## src/sv/wsfe_pkg.sv

```systemverilog
`timescale 1ns / 1ps
// ----------------------------------------------------------------------------
// wsfe_pkg
// Shared types and constants for the client frame encoder.
// ----------------------------------------------------------------------------
package wsfe_pkg;

	localparam int LENGTH_BITS_DEF = 32;
	localparam int CFG_W           = 32;
	localparam int IDX_W           = 4;

	localparam logic       CMD_START = 1'b0;
	localparam logic       CMD_DATA  = 1'b1;

	localparam logic [7:0] FIN_BIT     = 8'h80;
	localparam logic [7:0] MASK_BIT    = 8'h80;
	localparam logic [6:0] LEN16_CODE  = 7'd126;
	localparam logic [6:0] LEN64_CODE  = 7'd127;
	localparam logic [31:0] LEN16_MIN  = 32'd126;
	localparam logic [31:0] LEN64_MIN  = 32'd65536;
	localparam logic [CFG_W-1:0] CAP_RESET = 32'd4096;

	localparam logic [IDX_W-1:0] HDR_CNT_SHORT = 4'd6;
	localparam logic [IDX_W-1:0] HDR_CNT_MID   = 4'd8;
	localparam logic [IDX_W-1:0] HDR_CNT_LONG  = 4'd14;

	localparam logic [1:0] FORM_SHORT = 2'd0;
	localparam logic [1:0] FORM_MID   = 2'd1;
	localparam logic [1:0] FORM_LONG  = 2'd2;

	typedef struct packed {
		logic [7:0] byte_val;
		logic       last;
		logic       rej;
		logic       is_final;
	} hdr_t;

endpackage

```

## src/sv/websocket_frame_encoder_top.sv

```systemverilog
`timescale 1ns / 1ps
// ----------------------------------------------------------------------------
// websocket_frame_encoder_top
// Client-side masked frame encoder: header generation, payload masking and
// capacity rejection.
// ----------------------------------------------------------------------------
// A payload item gives at most one byte, so payload streams at one byte per
// cycle while out_ready is high. A start item stays in the input register
// until the header byte counter passes its last header byte (6, 8 or 14 by
// length form; 1 on a rejection). Items pass an input register and an output
// register; out_ready reaches in_ready through the input stage.
module websocket_frame_encoder_top #(
	parameter int LENGTH_BITS = wsfe_pkg::LENGTH_BITS_DEF
) (
	input  logic                        clk,
	input  logic                        arst_n,
	input  logic                        cfg_wr_en,
	input  logic [wsfe_pkg::CFG_W-1:0]  cfg_wr_data,
	input  logic                        in_valid,
	output logic                        in_ready,
	input  logic                        cmd,
	input  logic [3:0]                  opcode,
	input  logic [31:0]                 frame_length,
	input  logic [31:0]                 mask_key,
	input  logic [7:0]                  data_byte,
	output logic                        out_valid,
	input  logic                        out_ready,
	output logic [7:0]                  out_byte,
	output logic                        last,
	output logic                        rejected
);

	localparam int LEN_W = (LENGTH_BITS < 32) ? LENGTH_BITS : 32;

	logic [wsfe_pkg::CFG_W-1:0] cap_q;

	logic                       valid_s1;
	logic                       cmd_s1;
	logic [3:0]                 op_s1;
	logic [LEN_W-1:0]           len_s1;
	logic [31:0]                key_s1;
	logic [7:0]                 data_s1;

	logic [wsfe_pkg::IDX_W-1:0] hdr_idx_q;

	logic [31:0]                key_q;
	logic [1:0]                 key_idx_q;
	logic [LEN_W-1:0]           left_q;
	logic                       open_q;
	logic                       disc_q;

	logic                       out_valid_q;
	logic [7:0]                 out_byte_q;
	logic                       last_q;
	logic                       rej_q;

	wsfe_pkg::hdr_t             hdr;

	logic                       in_accept;
	logic                       pay_emit;
	logic                       pay_last;
	logic [7:0]                 pay_byte;
	logic                       res_valid;
	logic                       res_final;
	logic                       out_load;
	logic                       emit;
	logic                       s1_done;
	logic [LEN_W-1:0]           disc_left;

	wsfe_hdr #(
		.LENGTH_BITS (LENGTH_BITS)
	) u_hdr (
		.op  (op_s1),
		.len (len_s1),
		.key (key_s1),
		.cap (cap_q),
		.idx (hdr_idx_q),
		.hdr (hdr)
	);

	assign pay_emit  = !disc_q && open_q && (left_q != '0);
	assign pay_last  = (left_q == LEN_W'(1));
	assign pay_byte  = data_s1 ^ 8'(key_q >> {2'd3 - key_idx_q, 3'b000});
	assign res_valid = valid_s1 && ((cmd_s1 == wsfe_pkg::CMD_START) || pay_emit);
	assign res_final = (cmd_s1 == wsfe_pkg::CMD_START) ? hdr.is_final : 1'b1;
	assign out_load  = !out_valid_q || out_ready;
	assign emit      = res_valid && out_load;
	assign s1_done   = valid_s1 && (!res_valid || (out_load && res_final));
	assign in_ready  = !valid_s1 || s1_done;
	assign in_accept = in_valid && in_ready;
	assign disc_left = left_q - ((left_q != '0) ? LEN_W'(1) : LEN_W'(0));

	always_ff @(posedge clk or negedge arst_n) begin
		if (!arst_n) begin
			cap_q <= wsfe_pkg::CAP_RESET;
		end else if (cfg_wr_en) begin
			cap_q <= cfg_wr_data;
		end
	end

	always_ff @(posedge clk or negedge arst_n) begin
		if (!arst_n) begin
			valid_s1 <= 1'b0;
		end else if (in_accept) begin
			valid_s1 <= 1'b1;
		end else if (s1_done) begin
			valid_s1 <= 1'b0;
		end
	end

	always_ff @(posedge clk) begin
		if (in_accept) begin
			cmd_s1  <= cmd;
			op_s1   <= opcode;
			len_s1  <= frame_length[LEN_W-1:0];
			key_s1  <= mask_key;
			data_s1 <= data_byte;
		end
	end

	always_ff @(posedge clk or negedge arst_n) begin
		if (!arst_n) begin
			hdr_idx_q <= '0;
		end else if (s1_done) begin
			hdr_idx_q <= '0;
		end else if (emit && (cmd_s1 == wsfe_pkg::CMD_START)) begin
			hdr_idx_q <= hdr_idx_q + wsfe_pkg::IDX_W'(1);
		end
	end

	always_ff @(posedge clk or negedge arst_n) begin
		if (!arst_n) begin
			key_q     <= '0;
			key_idx_q <= '0;
			left_q    <= '0;
			open_q    <= 1'b0;
			disc_q    <= 1'b0;
		end else if (s1_done) begin
			if (cmd_s1 == wsfe_pkg::CMD_START) begin
				key_q     <= key_s1;
				key_idx_q <= '0;
				left_q    <= len_s1;
				open_q    <= !hdr.rej && (len_s1 != '0);
				disc_q    <= hdr.rej && (len_s1 != '0);
			end else if (disc_q) begin
				left_q <= disc_left;
				disc_q <= (disc_left != '0);
			end else if (!pay_emit) begin
				open_q <= 1'b0;
			end else begin
				left_q    <= left_q - LEN_W'(1);
				key_idx_q <= key_idx_q + 2'd1;
				open_q    <= !pay_last;
			end
		end
	end

	always_ff @(posedge clk or negedge arst_n) begin
		if (!arst_n) begin
			out_valid_q <= 1'b0;
		end else if (emit) begin
			out_valid_q <= 1'b1;
		end else if (out_ready) begin
			out_valid_q <= 1'b0;
		end
	end

	always_ff @(posedge clk) begin
		if (emit) begin
			if (cmd_s1 == wsfe_pkg::CMD_START) begin
				out_byte_q <= hdr.byte_val;
				last_q     <= hdr.last;
				rej_q      <= hdr.rej;
			end else begin
				out_byte_q <= pay_byte;
				last_q     <= pay_last;
				rej_q      <= 1'b0;
			end
		end
	end

	assign out_valid = out_valid_q;
	assign out_byte  = out_byte_q;
	assign last      = last_q;
	assign rejected  = rej_q;

	// checks
	a_rej_form: assert property (@(posedge clk) disable iff (!arst_n)
		out_valid_q && rej_q |-> last_q && (out_byte_q == 8'h00))
		else $error("rejection item malformed");

	a_mode_excl: assert property (@(posedge clk) disable iff (!arst_n)
		!(open_q && disc_q))
		else $error("open and discarding at once");

	a_disc_left: assert property (@(posedge clk) disable iff (!arst_n)
		disc_q |-> (left_q != '0))
		else $error("discarding with nothing left");

	a_hdr_idx: assert property (@(posedge clk) disable iff (!arst_n)
		(hdr_idx_q != '0) |-> valid_s1 && (cmd_s1 == wsfe_pkg::CMD_START) && !hdr.rej)
		else $error("header counter running without a start item");

endmodule

```

## src/sv/wsfe_hdr.sv

```systemverilog
`timescale 1ns / 1ps
// ----------------------------------------------------------------------------
// wsfe_hdr
// Header byte select: length form, capacity check and the byte at a given
// header position.
// ----------------------------------------------------------------------------
module wsfe_hdr #(
	parameter int LENGTH_BITS = wsfe_pkg::LENGTH_BITS_DEF
) (
	input  logic [3:0]                            op,
	input  logic [((LENGTH_BITS < 32) ? LENGTH_BITS : 32)-1:0] len,
	input  logic [31:0]                           key,
	input  logic [wsfe_pkg::CFG_W-1:0]            cap,
	input  logic [wsfe_pkg::IDX_W-1:0]            idx,
	output wsfe_pkg::hdr_t                        hdr
);

	logic [31:0]                  len_ext;
	logic [63:0]                  len64;
	logic [1:0]                   form;
	logic [wsfe_pkg::IDX_W-1:0]   cnt;
	logic [wsfe_pkg::IDX_W-1:0]   key_base;
	logic [wsfe_pkg::IDX_W-1:0]   rel;
	logic [1:0]                   kr;
	logic [32:0]                  total;
	logic                         rej;
	logic [7:0]                   b;

	assign len_ext = 32'(len);
	assign len64   = 64'(len);

	always_comb begin
		if (len_ext >= wsfe_pkg::LEN64_MIN) begin
			form = wsfe_pkg::FORM_LONG;
			cnt  = wsfe_pkg::HDR_CNT_LONG;
		end else if (len_ext >= wsfe_pkg::LEN16_MIN) begin
			form = wsfe_pkg::FORM_MID;
			cnt  = wsfe_pkg::HDR_CNT_MID;
		end else begin
			form = wsfe_pkg::FORM_SHORT;
			cnt  = wsfe_pkg::HDR_CNT_SHORT;
		end
	end

	assign total    = 33'(len_ext) + 33'(cnt);
	assign rej      = total > 33'(cap);
	assign key_base = cnt - wsfe_pkg::IDX_W'(4);
	assign rel      = key_base - wsfe_pkg::IDX_W'(1) - idx;
	assign kr       = 2'd3 - 2'(idx - key_base);

	always_comb begin
		b = 8'h00;
		if (idx == '0) begin
			b = wsfe_pkg::FIN_BIT | {4'h0, op};
		end else if (idx >= key_base) begin
			b = 8'(key >> {kr, 3'b000});
		end else if (idx == wsfe_pkg::IDX_W'(1)) begin
			case (form)
				wsfe_pkg::FORM_SHORT: b = wsfe_pkg::MASK_BIT | {1'b0, len_ext[6:0]};
				wsfe_pkg::FORM_MID:   b = wsfe_pkg::MASK_BIT | {1'b0, wsfe_pkg::LEN16_CODE};
				wsfe_pkg::FORM_LONG:  b = wsfe_pkg::MASK_BIT | {1'b0, wsfe_pkg::LEN64_CODE};
				default:              b = 8'h00;
			endcase
		end else begin
			b = 8'(len64 >> {rel[2:0], 3'b000});
		end
	end

	always_comb begin
		hdr.rej      = rej;
		hdr.byte_val = rej ? 8'h00 : b;
		hdr.is_final = rej || (idx == cnt - wsfe_pkg::IDX_W'(1));
		hdr.last     = rej || ((len_ext == 32'd0) && (idx == cnt - wsfe_pkg::IDX_W'(1)));
	end

endmodule
```

## config.mk

```make
export PLATFORM = sky130hd
export DESIGN_NAME = websocket_frame_encoder_top
export DESIGN_NICKNAME = d
export VERILOG_FILES = /design/src/sv/wsfe_pkg.sv /design/src/sv/websocket_frame_encoder_top.sv /design/src/sv/wsfe_hdr.sv
export SDC_FILE = /design/constraint.sdc
export NUM_CORES = 1
export LEC_CHECK = 0
export BUFFER_PORTS_ARGS = -buffer_cell sky130_fd_sc_hd__buf_2
export CORE_ASPECT_RATIO = 0.9
export CORE_MARGIN = 8
export CORE_UTILIZATION = 40
export CTS_BUF_LIST = sky130_fd_sc_hd__clkbuf_16
export CTS_CLUSTER_DIAMETER = 150
export CTS_CLUSTER_SIZE = 30
export DETAILED_ROUTE_END_ITERATION = 6
export PLACE_DENSITY = 0.61
export SLEW_MARGIN = 20
export SYNTH_ARGS = -nofsm -noshare
export SYNTH_HDL_FRONTEND = slang
export SYNTH_HIERARCHICAL = 1
export SYNTH_SLANG_ARGS = --single-unit
export TNS_END_PERCENT = 100
```

## constraint.sdc

```tcl
create_clock -name clk -period 15.4 [get_ports clk]
set_clock_uncertainty 0.15 [all_clocks]
set_input_delay 3.85 -clock clk [delete_from_list [all_inputs] [get_ports clk]]
set_output_delay 3.85 -clock clk [all_outputs]
set_load 0.02 [all_outputs]
```

==> results of run 1 <==
power by group through the flow:
stage / clock network [W] / registers [W] / logic, W
after floorplan: 0 / 0.000779 / 0.000620
after global placement: 0 / 0.000878 / 0.000724
after detailed placement: 0 / 0.000882 / 0.000729
after CTS: 0.000479 / 0.000872 / 0.000735
after global routing: 0.000499 / 0.000897 / 0.000809
final: 0.000468 / 0.000876 / 0.000737
sequential cells by signal, indices dropped and copies added, names as in the netlist:
register and flops:
disc_q 1, len_s1 32, out_valid 1, cmd_s1 1, valid_s1 1, op_s1 4
left_q 32, hdr_idx_q 4, last 1, out_byte 8, rejected 1, key_s1 32
key_q 32, open_q 1, cap_q 32, data_s1 8, key_idx_q 2
placed cells by master, fill, tap and decap left out, drive strengths merged, types with 6 or more instances in the layout:
cell,netlist,final
clkbuf,26,17
mux2i,12,12
a21oi,51,51
a31oi,8,8
mux4,24,24
and4,6,6
o211ai,9,9
o22ai,9,9
o221ai,7,7
nand2,62,62
o21ai,70,70
dfrtp,105,105
and3,9,9
nand2b,10,10
mux2,64,64
nand3,36,36
nor2b,6,6
nor2,68,68
xor2,22,22
ha,46,46
inv,50,58
clkinv,2,9
edfxtp,87,87
nor3,37,37
xnor2,37,37
or3,11,11
nor4,47,47
buf,36,134
or2,6,6
nand4,23,23
routing by layer:
layer	track usage [%]	share of wire, %	vias to the layer above
li1	-	-	4143
met1	25.3	45	4358
met2	28.5	46	307
met3	4.35	6.4	47
met4	5.53	2.1	2
met5	0	0.031	-
final cells by class:
type	count	area, um2
clock buffers	17	425
clock inverters	15	211
fillers	2615	15600
inverters	52	195
multi-input cells	746	5720
flip-flops and latches	193	5270
well taps	366	458
repair buffers	134	696
kinds of logic (layout without fill, tap and decap cells):
logic type,count (synthesis),in the layout,share of synthesized area (%)
flip-flops,193,193,45.9
AND/OR/NAND/NOR,341,341,17.0
AO/OA/AOI/OAI,199,199,11.1
multiplexers,100,100,12.0
XOR/XNOR,59,59,4.50
buffers and inverters,114,218,4.39
adder cells (fa/ha/maj),47,47,5.19
worst max path at each step:
| stage | start | to | slack (ns) |
|---|---|---|---|
| global placement | len_s1[27] | in_ready | 5.22 |
| floorplan | len_s1[30] | in_ready | 6.18 |
| finish | len_s1[18] | in_ready | 4.46 |
| global route | len_s1[14] | in_ready | 3.81 |
| detailed placement | len_s1[27] | in_ready | 4.97 |
| CTS | len_s1[27] | in_ready | 4.47 |
through the flow:
stage	power [W]	util [%]	cell area, um2
6_report	0.00208	45.4	13000
5_1_grt	0.00220	45.4	13000
4_1_cts	0.00209	45.4	13000
3_5_place_dp	0.00161	43.2	12300
3_3_place_gp	0.00160	43.2	12300
2_1_floorplan	0.00140	-	11500
==> impl_results.md, run 1 <==
- Initial Util: 40.2%
- Sum Neg Setup Slack: 0 ns
- Crit path capture type: primary output
- Most frequent cell after synthesis: dfrtp_1
- DRC errors left: 0
- CP cell instances: nor4_2, nand4_2, nor3_1, inv_1, nand2_1, ha_1, inv_1, fa_1, o21bai_1, nand2_1, nor4_1, nand3_1, xnor2_1, ha_1, nand4_1, nor4bb_1, nand2_1, nand4_1, o21ai_1, or3_1, o21ai_0, nand3_1, buf_2
- Power share of the clock group: 22.5%
- Cells after synthesis: 1,053
- Worst Path Max Fanout: 11
- Final wirelength: 32,000 um
- Most used cell, CP: nand2_1
- Syn nets: 1,214
- Worst Hold Depth: 1
- # setup viols final: 0
- Setup CP Type: flip-flop to primary output
- Chip width: 195 um
- GRT Util Overall: 18.4%
- RR Startpoint: len_s1[18]
- Die area: 34,400 um2
- Yosys cell types: 84
- Yosys reg bits: 193
- Post-CTS setup repair buffer count: 0
- Hold Path Class: flip-flop to flip-flop
- Worst slew margin: 30.7%
- Critical path's largest stage delay: 0.53 ns
- Max Root-Sink Buffers: 2
- Initial DRC count: 867
- Diode count: 0
- Startpoint Class: flip-flop
- Max Cap Viol: 0
- Rows: 59
- Placed insts: 1,491
- Clock transition at the registers of the reported paths: 0.08 ns
- PnR worst setup slack: 4.46 ns
- Syn Area/Cell: 10.9 um2
- CP delay by family, top: simple AND/OR/NAND/NOR gates
- Synth top area share: 22.9%
- Post-cts sizing count: 0
- TritonCTS clock tree: yes
- WP data arrival: 6.94 ns
- Power density over the cells: 160 nW/um2
- CP Buf/Inv Count: 3
- DP Worst Slack: 4.97 ns
- Clk sinks: 193
- First-pass GRT wire length: 50,500 um
- Ranking of synthesized cells by area: dfrtp_1, edfxtp_1, mux2_2
- Port Buf Inserts: 125
- Synth Flop Type: dfrtp_1
- Fin. max-slew vios: 0
- Final Hold Vio Count: 0
- Fraction of layout cells with a size suffix above 1: 25.0%
- Io pins: 126
- H-tree Lvls: 4
- CTS buffer count: 17
- Post-synthesis sequential area ratio: 45.9%
- GPL Wtd Cong: 0.908
- Comb pwr share: 35.4%
- Unrepaired setup endpoints after global routing: false
- Max Fclk: 0.0914 GHz
- Static Leakage: 5.10 nW
- Hold worst-path end: key_q[16]
- Die Ht: 177 um
- Nets: 1,305
- Drt first pass iters: 5
- Post-route ant nets: 0
- Internal power: 0.00125 W
- Top cells by count, synth: dfrtp_1, edfxtp_1, nor2_1
- Final period util: 71.0%
- Vias/cell: 5.82
- R2r setup slk: 7.85 ns
- Worst r2r path cells: 24
- Post-Layout Cell Count: 1,523
- Worst Tran Pin Value: 1.04 ns
- Peak supply drop: 0.0784 mV
- Number of global-route vias before repair: 8,909
- Vias: 8,857
- Initial antenna violation count: 1
- Outcome: finished, final reports clean
- Switching share of total power: 40.1%
- EDFF count, synth: 87
- WP depth: 23
- Psw: 0.000835 W
- Mapped Area: 11,500 um2
- Root Buffer: clkbuf_16
- Leading area contributor after synthesis: dfrtp_1
- Slowest CP cell: edfxtp_1
- Hold slack: 0.353 ns
- Core Box Area: 28,600 um2
- Grt total ovfl: 0
- Worst Hold Launch: key_s1[16]
- Routed WL per cell: 21.0 um
- RR Endpoint: len_s1[28]
- Post-DP HPWL: 23,700 um
- Async SR Flop Fraction: 54.9%
- Layout area overhead: 13.0%
- Final min period: 10.94 ns
- Largest net degree at the start of global routing: 76
- Skew-Pair Late Insertion Delay: 0.44 ns
- Sequential power share: 42.1%
- Yosys warnings: 6
- Post-CTS Hold Buffers: 0
- Critical Path RT: 11.40 ns
No activity file was read; power rests on OpenSTA's default activity.
==> run 2, diff against run 1 <==
--- a/config.mk
+++ b/config.mk
@@ -13,7 +13,7 @@
 export CTS_CLUSTER_DIAMETER = 150
 export CTS_CLUSTER_SIZE = 30
 export DETAILED_ROUTE_END_ITERATION = 6
-export PLACE_DENSITY = 0.61
+export PLACE_DENSITY = 0.63
 export SLEW_MARGIN = 20
 export SYNTH_ARGS = -nofsm -noshare
 export SYNTH_HDL_FRONTEND = slang
==> constraint.sdc (replaced) <==
create_clock -name clk -period 9.9 [get_ports clk]
set_clock_uncertainty 0.15 [all_clocks]
set_input_delay 2.475 -clock clk [delete_from_list [all_inputs] [get_ports clk]]
set_output_delay 2.475 -clock clk [all_outputs]
set_load 0.02 [all_outputs]
==> run 2 against run 1 <==
Compared with the run above:
- routed wire length rose by 0.56%
- largest cell class unchanged
- critical path type unchanged
- worst hold slack gained 0.0042 ns
- largest power group unchanged
- clock-buffer cell count stayed put
==> impl_results.md, run 2 (synthesis results as in run 1) <==
- Sum Neg Setup Slack: 0 ns
- DP Worst Slack: 0.812 ns
- Vias/cell: 5.88
- Final period util: 95.1%
- Root Buffer: clkbuf_16
- Critical path's largest stage delay: 0.55 ns
- Io pins: 126
- Static Leakage: 5.11 nW
- Post-CTS setup repair buffer count: 0
- DRC errors left: 0
- H-tree Lvls: 4
- Clock transition at the registers of the reported paths: 0.09 ns
- Most used cell, CP: nand2_1
- Nets: 1,304
- Worst Path Max Fanout: 11
- Clk sinks: 193
- Largest net degree at the start of global routing: 78
- Slowest CP cell: edfxtp_1
- First-pass GRT wire length: 50,300 um
- Skew-Pair Late Insertion Delay: 0.44 ns
- Fin. max-slew vios: 0
- Initial antenna violation count: 1
- Final Hold Vio Count: 0
- RR Startpoint: len_s1[18]
- Fraction of layout cells with a size suffix above 1: 25.1%
- Drt first pass iters: 7
- Initial DRC count: 767
- Core Box Area: 28,600 um2
- Post-CTS Hold Buffers: 0
- Max Root-Sink Buffers: 2
- Number of global-route vias before repair: 8,864
- Layout Utilization: 45.5%
- Peak supply drop: 0.141 mV
- Crit path capture type: primary output
- R2r setup slk: 2.56 ns
- Hold Path Class: flip-flop to flip-flop
- Placed insts: 1,490
- CP cell instances: nor4_2, nand4_2, nor3_1, inv_1, nand2_1, ha_1, inv_1, fa_1, o21bai_1, nand2_1, nor2_1, nand4_1, xnor2_1, ha_1, and4_1, nor4bb_1, nand2_1, nand4_1, o21ai_1, or3_1, o21ai_1, nand3_1, buf_2
- Chip width: 195 um
- Setup CP Type: flip-flop to primary output
- Worst Hold Launch: key_q[23]
- Rows: 59
- Post-cts sizing count: 0
- RR Endpoint: left_q[27]
- Multi-input gate area: 5730 um2
- GRT Util Overall: 18.4%
- Post-DP HPWL: 23,600 um
- CTS buffer count: 17
- GPL Wtd Cong: 0.920
- Initial Util: 40.2%
- Fin area: 13,000 um2
- Startpoint Class: flip-flop
- Power density over the cells: 251 nW/um2
- TritonCTS clock tree: yes
- PnR worst setup slack: 0.489 ns
- Post-Layout Cell Count: 1,522
- Diode count: 0
- Die Ht: 177 um
- Most common cell after layout, fill and taps aside: buf_2
- Vias: 8,949
- Max Fclk: 0.106 GHz
- Max Cap Viol: 0
- Die area: 34,400 um2
- Unrepaired setup endpoints after global routing: false
- Hold worst-path end: key_q[23]
- Worst Hold Depth: 1
- Critical Path RT: 7.28 ns
- Final min period: 9.41 ns
- # setup viols final: 0
- Port Buf Inserts: 125
- Grt total ovfl: 0
- Filler cells: 2,610
- Final wirelength: 32,200 um
- Routed WL per cell: 21.2 um
- Outcome: finished, final reports clean
- Layout area overhead: 13.1%
- Worst Tran Pin Value: 1.08 ns
- Commonest non-fill, non-tap cells in the layout: buf_2, dfrtp_1, edfxtp_1, nor2_1, mux2_2
- Placed cell area: 12,300 um2
- Post-route ant nets: 0
- Register area: 5270 um2
- Worst r2r path cells: 25
- WP data arrival: 6.79 ns
- Worst slew margin: 27.9%
-- run 2: cell types whose count changed in the layout (fill, tap and decap cells not counted), sizes merged --
cell,previous run,this run
buf,134,133
clkinv,9,5
inv,58,62
-- run 2: metal layers --
metal  share of wire [%]  track usage (%)  vias to the layer above
li1                    -                -                     4128
met1                  44             25.0                     4376
met2                  47             29.2                      388
met3                 7.4             4.09                       55
met4                 2.4             5.60                        2
met5               0.025                0                        -
-- run 2: where the power goes --
group	internal (W)	switching (W)
sequential	0.00106	0.000296
combinational	0.000519	0.000626
clock	0.000362	0.000392
total	0.00195	0.00131
-- run 2: through the flow --
stage	power [W]	hold WS, ns
global placement	0.00248	0.333
global route	0.00344	0.377
CTS	0.00326	0.359
finish	0.00326	0.357
floorplan	0.00218	0.324
detailed placement	0.00251	0.341
-- run 2: worst max-delay path: cells and delay by family (launching register included) --
| kind | cells | cell delay, ns |
|---|---|---|
| xor+xnor | 1 | 0.16 |
| flops | 1 | 0.55 |
| fa+ha+maj | 3 | 0.91 |
| simple gates | 13 | 3.39 |
| buf+inv | 3 | 0.38 |
| compound gates | 3 | 0.95 |
-- run 2: cell type report --
cell class | count | share of cell area (%)
multi-input combinational | 746 | 44.1
sequential | 193 | 40.5
timing repair buffer | 133 | 5.32
tap | 366 | 3.52
clock buffer | 17 | 3.27
clock inverter | 15 | 1.72
inverter | 52 | 1.50
-- run 2: how the worst max path moves through the flow --
stage,start,to,cells past startpoint
after floorplan,len_s1[30],in_ready,21
after global placement,len_s1[18],in_ready,23
after detailed placement,len_s1[18],in_ready,23
after CTS,len_s1[18],in_ready,23
after global routing,len_s1[30],in_ready,23
final,len_s1[18],in_ready,23
==> run 3, diff against run 2 <==
--- a/config.mk
+++ b/config.mk
@@ -17,6 +17,5 @@
 export SLEW_MARGIN = 20
 export SYNTH_ARGS = -nofsm -noshare
 export SYNTH_HDL_FRONTEND = slang
-export SYNTH_HIERARCHICAL = 1
 export SYNTH_SLANG_ARGS = --single-unit
 export TNS_END_PERCENT = 100
==> run 3 against run 2 <==
Compared with the run above:
- combinational power rose by 9%
- sequential power fell by 3%
- core utilization rose by 0.63 points
- register-to-register slack improved by 0.07 ns
- sequential cell count did not move
- total power rose by 1.4%
- final area fell by 1.6%
- clock-buffer cell count did not move
- routed wire length rose by 2.5%
- critical path type unchanged
- largest cell class unchanged
==> impl_results.md, run 3 <==
- RR Endpoint: len_s1[15]
- Peak supply drop: 0.158 mV
- Largest net degree at the start of global routing: 78
- GRT Util Overall: 19.6%
- Routed WL per cell: 21.7 um
- Syn Area/Cell: 10.6 um2
- Internal power: 0.00197 W
- DRC errors left: 0
- Io pins: 126
- EDFF count, synth: 87
- CTS buffer count: 17
- Leading area contributor after synthesis: dfrtp_1
- Grt total ovfl: 0
- Final period util: 94.9%
- Max Root-Sink Buffers: 2
- Sum Neg Setup Slack: 0 ns
- Yosys warnings: 0
- Post-Layout Cell Count: 1,522
- Layout area overhead: 14.1%
- Max Fclk: 0.106 GHz
- Hold Path Class: flip-flop to flip-flop
- Vias/cell: 5.86
- Syn nets: 1,215
- GPL Wtd Cong: 0.917
- Yosys reg bits: 193
- Port Buf Inserts: 125
- Synth Flop Type: dfrtp_1
- R2r setup slk: 2.63 ns
- Final wirelength: 33,000 um
- Tot Pwr: 0.00331 W
- Worst Tran Pin Value: 1.03 ns
- # setup viols final: 0
- Fin. max-slew vios: 0
- Initial antenna violation count: 1
- Most common cell after layout, fill and taps aside: buf_2
- Diode count: 0
- Power share of the clock group: 22.5%
- Core Box Area: 27,700 um2
- Die area: 33,600 um2
- Top cells by count, synth: dfrtp_1, nand2_1, edfxtp_1
- Clk sinks: 193
- Post-CTS setup repair buffer count: 0
- Post-synthesis sequential area ratio: 47.0%
- H-tree Lvls: 4
- Outcome: finished, final reports clean
- Sequential power share: 39.8%
- Post-DP HPWL: 24,400 um
- Startpoint Class: flip-flop
- Max Cap Viol: 0
- WP data arrival: 6.77 ns
- Comb pwr share: 37.7%
- Final Hold Vio Count: 0
- Worst r2r path cells: 26
- Fraction of layout cells with a size suffix above 1: 22.6%
- Hold worst-path end: key_q[8]
- Fin area: 12,800 um2
- Root Buffer: clkbuf_16
- Slowest CP cell: or4_1
- Worst slew margin: 31.4%
- Crit path capture type: primary output
- Worst Hold Depth: 1
- Critical Path RT: 7.28 ns
- Die Ht: 175 um
- Placed insts: 1,489
- TritonCTS clock tree: yes
- Cells after synthesis: 1,052
- Initial Util: 40.4%
- Rows: 58
- Skew-Pair Late Insertion Delay: 0.45 ns
- RR Startpoint: len_s1[21]
- Mapped Area: 11,200 um2
- Power density over the cells: 259 nW/um2
- Drt first pass iters: 5
- Switching share of total power: 40.4%
- Placed cell area: 12,100 um2
- Static Leakage: 5.07 nW
- Async SR Flop Fraction: 54.9%
- Worst Path Max Fanout: 8
- Unrepaired setup endpoints after global routing: false
- Nets: 1,312
- Final min period: 9.39 ns
- Ranking of synthesized cells by area: dfrtp_1, edfxtp_1, ha_1
- Vias: 8,921
- Post-route ant nets: 0
- Chip width: 192 um
- Synth top area share: 23.5%
- First-pass GRT wire length: 51,400 um
- Yosys cell types: 81
- Worst Hold Launch: key_s1[8]
- Psw: 0.00133 W
- Critical path's largest stage delay: 0.58 ns
- Most frequent cell after synthesis: dfrtp_1
- Clock transition at the registers of the reported paths: 0.09 ns
- Commonest non-fill, non-tap cells in the layout: buf_2, dfrtp_1, nand2_1, edfxtp_1
- Setup CP Type: flip-flop to primary output
- Number of global-route vias before repair: 8,879
- Initial DRC count: 889
[run 3: cells by family (layout without fill, tap and decap cells)]
family,count (synthesis),after routing,synth area share [%]
AND/OR/NAND/NOR,337,337,15.5
multiplexers,63,63,8.72
buffers and inverters,122,232,4.67
AO/OA/AOI/OAI,230,230,14.0
XOR/XNOR,58,58,4.54
adder cells (fa/ha/maj),49,49,5.54
flip-flops,193,193,47.0
[run 3: critical path: cells and delay by family, from the launching register on]
family / cells / cell delay [ns]
AOI/OAI and AO/OA: 4 / 1.22
xor gates and xnor gates: 1 / 0.08
adders and majority gates: 3 / 0.88
buffers and inverters: 5 / 0.64
DFF: 1 / 0.52
and+or+nand+nor: 13 / 2.96
[run 3: stage by stage]
step / util [%] / setup slack [ns] / hold slack, ns
after CTS: 46.0 / 0.102 / 0.351
after detailed placement: 43.7 / 0.664 / 0.343
after global placement: 43.7 / 0.742 / 0.337
final: 46.1 / 0.510 / 0.354
after floorplan: - / 1.67 / 0.325
after global routing: 46.1 / 0.0436 / 0.380
[run 3: cell type report]
class	count	area (um2)
multi-input cells	737	5450
flip-flops and latches	193	5270
inverters	62	233
fillers	2570	14900
clock buffers	17	425
repair buffers	138	746
well taps	360	450
clock inverters	15	216
[run 3: worst max path at each step]
stage               slack (ns)  endpoint       start
global route              0.04  in_ready  len_s1[21]
global placement          0.74  in_ready  len_s1[22]
finish                    0.51  in_ready  len_s1[21]
CTS                       0.10  in_ready  len_s1[22]
detailed placement        0.66  in_ready  len_s1[22]
floorplan                 1.67  in_ready  len_s1[22]
[run 3: per-layer routing]
metal | GRT usage (%) | part of all wire [%]
met1 | 27.9 | 45
met2 | 30.4 | 47
met3 | 3.25 | 6.6
met4 | 5.57 | 2.2
met5 | 0 | 0.039
[run 3: timing repair]
action / CTS / global route
hold buffers: 0 / 0
setup endpoints to repair: 0 / 1
gates resized for setup: 0 / 3
[run 3: power by group through the flow]
| stage | combinational, W | clock, W | sequential (W) |
|---|---|---|---|
| 2_1_floorplan | 0.000968 | 0 | 0.00121 |
| 3_3_place_gp | 0.00122 | 0 | 0.00132 |
| 3_5_place_dp | 0.00123 | 0 | 0.00132 |
| 4_1_cts | 0.00123 | 0.000756 | 0.00131 |
| 5_1_grt | 0.00136 | 0.000783 | 0.00135 |
| 6_report | 0.00125 | 0.000744 | 0.00132 |
